<file path="src/hw/rtl/reslu_pkg.sv">
package reslu_pkg;

    localparam int SLOTS      = 10;
    localparam int IDX_W      = (SLOTS > 1) ? $clog2(SLOTS) : 1;

    localparam int HANDLE_W   = 32;
    localparam int SIZE_W     = 16;
    localparam int OFFSET_W   = 20;
    localparam int SLOT_W     = 4;

    localparam int IN_FIELDS_W  = HANDLE_W + SIZE_W + OFFSET_W;
    localparam int IN_DATA_W    = ((IN_FIELDS_W + 7) / 8) * 8;
    localparam int OUT_FIELDS_W = 1 + SLOT_W + HANDLE_W + SIZE_W + 1 + HANDLE_W;
    localparam int OUT_DATA_W   = ((OUT_FIELDS_W + 7) / 8) * 8;

    typedef enum logic {
        CMD_ADD  = 1'b0,
        CMD_FIND = 1'b1
    } cmd_t;

    typedef logic [IDX_W-1:0] idx_t;

    function automatic idx_t next_slot(input idx_t i);
        return (i == idx_t'(SLOTS - 1)) ? '0 : i + idx_t'(1);
    endfunction

endpackage

</file>
<file path="src/hw/rtl/ring_entry_store_offset_lookup.sv">
// Channel   Dir  Beat contents
// s_        in   tuser: command; tdata: entry_handle, entry_size, byte_pos
// m_        out  tdata: hit, slot, handle, byte_offset, evicted, evicted_handle
//
// Add reads the slot being overwritten, then writes it.
// Find steps through the ring one entry per cycle through the
// shared compare/subtract unit, fed by the registered read of the slot memory.
// One item at a time; s_tready is high only while idle.
// A result waits in the output register; the next item is taken meanwhile.
// Reset clears indices, full flag, valid bits and the output valid.
module ring_entry_store_offset_lookup import reslu_pkg::*; (
    input  logic                  aclk,
    input  logic                  aresetn,
    input  logic                  s_tvalid,
    output logic                  s_tready,
    // [31:0] entry_handle, [47:32] entry_size, [67:48] byte_pos
    input  logic [IN_DATA_W-1:0]  s_tdata,
    // [0] command
    input  logic [0:0]            s_tuser,
    output logic                  m_tvalid,
    input  logic                  m_tready,
    // [0] hit, [4:1] slot, [36:5] handle, [52:37] byte_offset,
    // [53] evicted, [85:54] evicted_handle
    output logic [OUT_DATA_W-1:0] m_tdata
);

    typedef enum logic [1:0] {
        ST_IDLE,
        ST_ADD,
        ST_WALK
    } state_t;

    state_t                state_reg;
    idx_t                  write_index_reg;
    idx_t                  read_index_reg;
    logic                  ring_full_reg;
    logic [SLOTS-1:0]      slot_valid_reg;

    idx_t                  cur_reg;
    idx_t                  start_reg;
    logic [OFFSET_W-1:0]   off_reg;
    logic [HANDLE_W-1:0]   add_handle_reg;
    logic [SIZE_W-1:0]     add_size_reg;

    logic [HANDLE_W-1:0]   handle_mem [SLOTS];
    logic [SIZE_W-1:0]     len_mem    [SLOTS];
    logic [HANDLE_W-1:0]   rd_handle_reg;
    logic [SIZE_W-1:0]     rd_len_reg;

    logic                  m_tvalid_reg;
    logic                  out_hit_reg;
    logic [SLOT_W-1:0]     out_slot_reg;
    logic [HANDLE_W-1:0]   out_handle_reg;
    logic [SIZE_W-1:0]     out_offset_reg;
    logic                  out_evicted_reg;
    logic [HANDLE_W-1:0]   out_evicted_handle_reg;

    logic                  accept;
    logic                  out_free;
    logic                  out_load;
    logic                  cur_valid;
    logic                  step;
    logic                  wrap;
    idx_t                  nxt;
    idx_t                  rd_addr;
    logic                  mem_we;
    idx_t                  add_nxt;

    assign s_tready  = (state_reg == ST_IDLE);
    assign accept    = s_tvalid && s_tready;
    assign out_free  = !m_tvalid_reg || m_tready;

    // shared compare/subtract: skip this entry if the offset lies past it
    assign cur_valid = slot_valid_reg[cur_reg];
    assign step      = cur_valid && (off_reg >= OFFSET_W'(rd_len_reg));
    assign nxt       = next_slot(cur_reg);
    assign wrap      = (nxt == start_reg);
    assign add_nxt   = next_slot(write_index_reg);
    assign mem_we    = (state_reg == ST_ADD) && out_free;
    assign out_load  = out_free && ((state_reg == ST_ADD) ||
                                    ((state_reg == ST_WALK) && !(step && !wrap)));

    // address for next cycle's registered read; hold on the current entry when stalled
    always_comb begin
        unique case (state_reg)
            ST_IDLE: rd_addr = (cmd_t'(s_tuser[0]) == CMD_ADD) ? write_index_reg
                                                               : read_index_reg;
            ST_ADD:  rd_addr = write_index_reg;
            ST_WALK: rd_addr = (step && !wrap) ? nxt : cur_reg;
            default: rd_addr = cur_reg;
        endcase
    end

    always_ff @(posedge aclk) begin
        rd_handle_reg <= handle_mem[rd_addr];
        rd_len_reg    <= len_mem[rd_addr];
        if (mem_we) begin
            handle_mem[write_index_reg] <= add_handle_reg;
            len_mem[write_index_reg]    <= add_size_reg;
        end
    end

    always_ff @(posedge aclk) begin
        if (!aresetn) begin
            state_reg       <= ST_IDLE;
            write_index_reg <= '0;
            read_index_reg  <= '0;
            ring_full_reg   <= 1'b0;
            slot_valid_reg  <= '0;
            m_tvalid_reg    <= 1'b0;
        end else begin
            if (out_load) begin
                m_tvalid_reg <= 1'b1;
            end else if (m_tready) begin
                m_tvalid_reg <= 1'b0;
            end
            unique case (state_reg)
                ST_IDLE: begin
                    if (accept) begin
                        add_handle_reg <= s_tdata[HANDLE_W-1:0];
                        add_size_reg   <= s_tdata[HANDLE_W+SIZE_W-1:HANDLE_W];
                        off_reg        <= s_tdata[IN_FIELDS_W-1:HANDLE_W+SIZE_W];
                        cur_reg        <= read_index_reg;
                        start_reg      <= read_index_reg;
                        state_reg      <= (cmd_t'(s_tuser[0]) == CMD_ADD) ? ST_ADD
                                                                          : ST_WALK;
                    end
                end
                ST_ADD: begin
                    if (out_free) begin
                        out_hit_reg            <= 1'b0;
                        out_slot_reg           <= '0;
                        out_handle_reg         <= '0;
                        out_offset_reg         <= '0;
                        out_evicted_reg        <= ring_full_reg;
                        out_evicted_handle_reg <= ring_full_reg ? rd_handle_reg : '0;
                        slot_valid_reg[write_index_reg] <= 1'b1;
                        write_index_reg        <= add_nxt;
                        if (!ring_full_reg) begin
                            if (add_nxt == read_index_reg) begin
                                ring_full_reg <= 1'b1;
                            end
                        end else begin
                            read_index_reg <= add_nxt;
                        end
                        state_reg <= ST_IDLE;
                    end
                end
                ST_WALK: begin
                    if (step && !wrap) begin
                        off_reg <= off_reg - OFFSET_W'(rd_len_reg);
                        cur_reg <= nxt;
                    end else if (out_free) begin
                        // hit only when the walk stopped on a valid entry
                        out_hit_reg            <= !step && cur_valid;
                        out_slot_reg           <= (!step && cur_valid) ? SLOT_W'(cur_reg) : '0;
                        out_handle_reg         <= (!step && cur_valid) ? rd_handle_reg : '0;
                        out_offset_reg         <= (!step && cur_valid) ? SIZE_W'(off_reg)
                                                                       : '0;
                        out_evicted_reg        <= 1'b0;
                        out_evicted_handle_reg <= '0;
                        state_reg              <= ST_IDLE;
                    end
                end
                default: state_reg <= ST_IDLE;
            endcase
        end
    end

    assign m_tvalid = m_tvalid_reg;
    assign m_tdata  = {{(OUT_DATA_W - OUT_FIELDS_W){1'b0}},
                       out_evicted_handle_reg, out_evicted_reg, out_offset_reg,
                       out_handle_reg, out_slot_reg, out_hit_reg};

endmodule

</file>
<file path="config.mk">
export PLATFORM = sky130hd
export DESIGN_NAME = ring_entry_store_offset_lookup
export DESIGN_NICKNAME = d
export VERILOG_FILES = /design/src/hw/rtl/reslu_pkg.sv /design/src/hw/rtl/ring_entry_store_offset_lookup.sv
export SDC_FILE = /design/constraint.sdc
export NUM_CORES = 1
export LEC_CHECK = 0
export BUFFER_PORTS_ARGS = -buffer_cell sky130_fd_sc_hd__buf_2
export CAP_MARGIN = 20
export CELL_PAD_IN_SITES_DETAIL_PLACEMENT = 1
export CELL_PAD_IN_SITES_GLOBAL_PLACEMENT = 1
export CORE_UTILIZATION = 40
export CTS_CLUSTER_SIZE = 8
export DETAILED_ROUTE_END_ITERATION = 10
export PLACE_DENSITY_LB_ADDON = 0.1
export SLEW_MARGIN = 15
export SYNTH_ARGS = -nofsm -noshare
export SYNTH_HDL_FRONTEND = slang
export SYNTH_SLANG_ARGS = --single-unit
</file>
<file path="constraint.sdc">
create_clock -name aclk -period 8.3 [get_ports aclk]
set_clock_uncertainty 0.2 [all_clocks]
set_input_delay 0.415 -clock aclk [delete_from_list [all_inputs] [get_ports aclk]]
set_output_delay 0.415 -clock aclk [all_outputs]
set_load 0.02 [all_outputs]
</file>
* Word-level counts from Yosys, hierarchy flattened
Memories as Yosys holds them, arrays and structs flattened. A register that Yosys moved wholly into a read port is not among the register bits.
Index checks and enable logic that the tools add are counted.
** Cells by class
- Magnitude comparators :: 4
- Shift-type cells :: 0
- Reduce and logical (&&, ||, !) cells :: 25
- Div/mod/pow operators :: 0
- Bitwise gates (word level) :: 1
- Muxes and demuxes :: 51
- Add/subtract/negate cells :: 3
- $mul :: 0
- Equality and inequality tests :: 11
** Operator list (count)
- $mux 32 :: 7
- $pmux 32 s2 :: 2
- $mux 16 :: 4
- $mux 20 :: 2
- $pmux 20 s2 :: 1
- $mux 4 :: 9
- $pmux 16 s2 :: 1
- $ge 20x16->1 :: 1
- $sub 20x16->20 :: 1
- $pmux 4 s2 :: 2
- $mux 1 :: 13
- $pmux 4 s3 :: 1
- $lt 4x5->1 const B :: 2
- $or 10x10->10 :: 1
- $reduce_and 3->1 :: 3
- $add 4x1->4 const B :: 2
- $eq 4x4->1 :: 2
- $eq 4x4->1 const B :: 2
- $logic_and 1x1->1 :: 8
- $mux 2 :: 4
- $ne 2x2->1 const B :: 3
- $pmux 2 s3 :: 1
- $reduce_bool 2->1 :: 3
- $reduce_and 5->1 :: 1
- other kinds (12) :: 19
** Storage, ports and cells
- Bits in latches :: 0
- Bits of input ports :: 77
- Register bits after elaboration :: 184
- Bits in read-only memories :: 0
- Memories kept :: 2
- Logic and storage cells :: 114
- Memory bits (writable) :: 480
** Memories
- handle_mem :: words 10, width 32, rd ports 1, clocked after memory_dff 1, wr ports 1, line ring_entry_store_offset_lookup.sv:45 : logic [HANDLE_W-1:0] handle_mem [SLOTS];
- len_mem :: words 10, width 16, rd ports 1, clocked after memory_dff 1, wr ports 1, line ring_entry_store_offset_lookup.sv:46 : logic [SIZE_W-1:0] len_mem [SLOTS];

* Depth between registers and ports, before layout
- Depth after elaboration :: 10
- Mapped depth :: 16
- Gate-level depth less buffers :: 12

* Worst setup path after synthesis
OpenSTA, ideal clock, no wires.
- Kind :: reg-to-reg
- From :: reg off_reg[5]
- To :: reg out_evicted_handle_reg[0] (enable)
- Clock period less this slack :: 9.054 ns
- Cell stages (with the launch flop) :: 8
- Required time :: 7.442 ns
- Buffers on the path :: 1
- Setup slack :: -0.754 ns
- Arrival :: 8.196 ns
- Path through :: edfxtp_1 ha_1 a211o_1 a311oi_2 o211ai_1 and3_1 buf_6 a211oi_1
** On the way
- Cells in the longest elaborated chain, start to end :: 5
** Ends and longest elaborated chain
- start: declaration :: line ring_entry_store_offset_lookup.sv:41 : logic [OFFSET_W-1:0] off_reg;
- start signal: assignment :: line ring_entry_store_offset_lookup.sv:122 : off_reg <= s_tdata[IN_FIELDS_W-1:HANDLE_W+SIZE_W];
- start signal: assignment :: line ring_entry_store_offset_lookup.sv:151 : off_reg <= off_reg - OFFSET_W'(rd_len_reg);
- $ge 20x16->1 :: line ring_entry_store_offset_lookup.sv:75 : assign step = cur_valid && (off_reg >= OFFSET_W'(rd_len_reg));
- $logic_and 1x1->1 :: line ring_entry_store_offset_lookup.sv:75
- $logic_and 1x1->1 :: line ring_entry_store_offset_lookup.sv:150 : if (step && !wrap) begin
- $ne 2x2->1 (no source line)
- $reduce_and 5->1 (no source line)
- end signal: assignment :: line ring_entry_store_offset_lookup.sv:136 : out_evicted_handle_reg <= ring_full_reg ? rd_handle_reg : '0;
- end: declaration :: line ring_entry_store_offset_lookup.sv:56 : logic [HANDLE_W-1:0] out_evicted_handle_reg;
No other way between the ends.
A chain may end at the register's enable or synchronous reset.

* Final worst setup path
- From :: reg off_reg[0]
- To :: reg rd_len_reg[0] (read register of len_mem)
** On the way
- Cells in the longest elaborated chain, start to end :: 5
** Ends and longest elaborated chain
- $ge 20x16->1 :: line ring_entry_store_offset_lookup.sv:75
- $logic_and 1x1->1 :: line ring_entry_store_offset_lookup.sv:75
- $logic_and 1x1->1 :: line ring_entry_store_offset_lookup.sv:89 : ST_WALK: rd_addr = (step && !wrap) ? nxt : cur_reg;
- $mux 4
- $pmux 4 s3 :: line ring_entry_store_offset_lookup.sv:85 : unique case (state_reg)
- end: declaration :: line ring_entry_store_offset_lookup.sv:48 : logic [SIZE_W-1:0] rd_len_reg;
No other way between the ends.

==> impl_metrics.csv <==
group,metric,value,unit
placed_design,gp_congestion,0.755,
clocking,cts_tree,"built",
die,core,68900,sq um
sta,period_share,0.705,
final_layout,fin_nets,2061,
synth,netlist_area,28000,sq um
synth,ys_ff_latch,712,
die,core.rowCount,96,
final_layout,drive_gt1_frac,0.163,
final_layout,largest_reg_flops,320,
drt,wl_per_cell,22.9,microns
clocking,post_cts_buffers,0,
placed_design,dp_slack,2390,ps
clocking,cts_max_level,3,
global_route,grtUsageMet2,0.342,
global_route,use_met3,0.0299,
die,num_io_pins,167,
sta,rsz0062_at_grt,"no",
drt,vias_per_cell,5.20,
final_layout,final_core_util,0.486,
hold_path,hold_class,"in -> reg",
clocking,clockRootBuffer,"clkbuf_16",
final_layout,final_cell_mix,"642 x edfxtp_1, 296 x mux2i_1, 160 x buf_2",
worst_setup_path,endpoint_kind,"register",
clocking,cts_resized,0,
global_route,grt_use_total,0.195,
drt,drtAntennaViolNets,0,
sta,whs,47.8,ps
global_route,antenna_found_initial,0,
drt,wl,68400,microns
worst_setup_path,arrival,6200,ps
sta,setup_viol,0,
synth,synth_cells,1705,
synth,async_flop_share,0,
sta,worst_slew_pin_slew,1080,ps
sta,fin_ws,2450,ps
sta,setup-tns-final,0,ps
sta,post-route-min-period,5850,ps
clocking,numClockSinks,712,
sta,maxSlewHeadroom,0.277,
placed_design,dp_hpwl,35400,microns
synth,synth_area_per_cell,16.4,sq um
die,die_area,71200,sq um
global_route,grt_pass1_wl,103000,microns
job,cap_viol_max_count,0,
die,dieHeight,267,microns
synth,synth_cell_types,69,
pwr,p_leak,13.1,nW
clocking,cts_buffers,99,
worst_setup_path,worstPathRequired,8650,ps
global_route,grt_start_max_net_pins,102,
clocking,clk_latency,640,ps
global_route,met1_usage,0.247,
clocking,clock_path_buffers,3,
worst_setup_path,startpoint_type,"register",
drt,route.detailed.drc,0,
final_layout,largestRegisters,"handle_mem x320, len_mem x160",
pwr,power_density,272,nW/um^2
final_layout,area_delta_synth_final,19.4,%
sta,hold_viol_final,0,
sta,timing.fmax,171,MHz
final_layout,n_antenna_cell,0,
placed_design,portBuffers,160,
drt,vias,15500,
global_route,top_usage_layer,"met2",
synth,yosys_warnings,0,
worst_setup_path,crit_type,"reg -> reg",
placed_design,place_inst,2725,
clocking,clk_pin_slew_worst_paths,50,ps
final_layout,regMostFlops,"handle_mem",
sta,maxSlewViolCount,0,
worst_setup_path,path_max_fanout,50,
final_layout,final_cells,2979,
drt,drt_iter0_markers,756,
global_route,grt_pass1_vias,16800,
global_route,grt_overflow,0,
synth,synthFlopType,"edfxtp_1",
die,die_w,267,microns
drt,dr.pass1.iters,4,
final_layout,nFillCells,6710,
pwr,ir_drop,0.144,mV
synth,synth_seq_area_share,0.738,
run_status,status,"complete, no violations",
die,initial_core_util,0.407,
synth,synth-edff-count,642,
final_layout,final_common_cell,"edfxtp_1",
[cell usage after synthesis (3+ instances only)]
| library cell | count | area, sq um |
|---|---|---|
| a211o_1 | 3 | 26.3 |
| a211oi_1 | 4 | 30.0 |
| a21boi_0 | 3 | 22.5 |
| a21o_1 | 4 | 30.0 |
| a21oi_1 | 71 | 355 |
| a221o_1 | 50 | 500 |
| a221oi_1 | 4 | 35.0 |
| and2_1 | 83 | 519 |
| and3_1 | 4 | 25.0 |
| buf_2 | 26 | 130 |
| buf_4 | 14 | 105 |
| buf_6 | 7 | 78.8 |
| clkbuf_1 | 49 | 184 |
| dfxtp_1 | 70 | 1400 |
| edfxtp_1 | 642 | 19300 |
| ha_1 | 20 | 250 |
| inv_1 | 35 | 131 |
| mux2_2 | 11 | 124 |
| mux2i_1 | 296 | 2960 |
| nand2_1 | 20 | 75.1 |
| nand2b_1 | 9 | 56.3 |
| nand3_1 | 58 | 290 |
| nand4_1 | 3 | 18.8 |
| nor2_1 | 29 | 109 |
| nor2b_1 | 12 | 75.1 |
| nor3_1 | 14 | 70.1 |
| nor4_1 | 7 | 43.8 |
| o211a_1 | 7 | 70.1 |
| o21a_1 | 13 | 97.6 |
| o21ai_0 | 62 | 310 |
| o21bai_1 | 3 | 22.5 |
| or3_1 | 4 | 25.0 |
| xnor2_1 | 20 | 175 |
| xor2_1 | 3 | 26.3 |
[through the flow]
stage / power [mW] / cell area (sq um)
final: 9.11 / 33500
after global routing: 9.46 / 33500
after CTS: 9.23 / 33500
after detailed placement: 5.41 / 29900
after global placement: 5.39 / 29900
after floorplan: 5.03 / 28000
[layer usage]
layer  wire length, microns  share of wire
met4                   1290          0.019
met5                      0              0
met3                   2280          0.033
met2                  34700           0.51
met1                  30100           0.44
[worst paths after layout]
| kind | start | to | slack (ps) | depth (start not counted) |
|---|---|---|---|---|
| worst min register to register | slot_valid_reg[4] | slot_valid_reg[4] | 270 | 1 |
| worst max-delay path | off_reg[0] | rd_len_reg[0] | 2450 | 13 |
| worst min-delay path | s_tdata[63] | off_reg[15] | 50 | 3 |
| worst max register to register | off_reg[0] | rd_len_reg[0] | 2450 | 13 |
[power by group]
| group | internal (mW) | switching, mW | leakage, nW |
|---|---|---|---|
| combinational | 0.438 | 0.687 | 5.32 |
| sequential | 4.10 | 0.117 | 6.41 |
| clock | 2.29 | 1.48 | 1.37 |
[kinds of logic (layout without fill, tap and decap cells)]
logic type | count (synthesis) | after routing | share of synthesized area
flops | 712 | 712 | 0.738
mux | 307 | 307 | 0.110
simple gates | 257 | 257 | 0.0509
compound gates | 252 | 252 | 0.0619
buf+inv | 132 | 474 | 0.0226
xor+xnor | 23 | 23 | 0.00718
fa+ha+maj | 21 | 21 | 0.00964
other cells | 1 | 2 | 0.000134
[worst max-delay path, cell delays in order, from the launching register on]
cell      delay, ps
edfxtp_1        320
inv_1            50
ha_1            220
fa_1            400
nand2b_1        190
a211oi_1        300
a311oi_2        140
o211ai_1        830
and3_1          500
a311o_1         240
a32o_4          780
nor2b_4         550
buf_4           680
a221o_1         300
[timing repair]
item                       4_1_cts  5_1_grt
setup endpoints to repair        0        0
hold buffers                    68        0
hold endpoints to repair        68        0
[final cells by class]
class	instances	area, sq um	share of cell area
timing repair buffer	253	1690	0.0506
sequential	712	20700	0.618
clock buffer	182	2850	0.0852
inverter	35	131	0.00392
clock inverter	4	62.6	0.00187
multi-input combinational	862	6900	0.206
tap	931	1160	0.0348
Note: power is estimated with default switching activity, not from simulation.
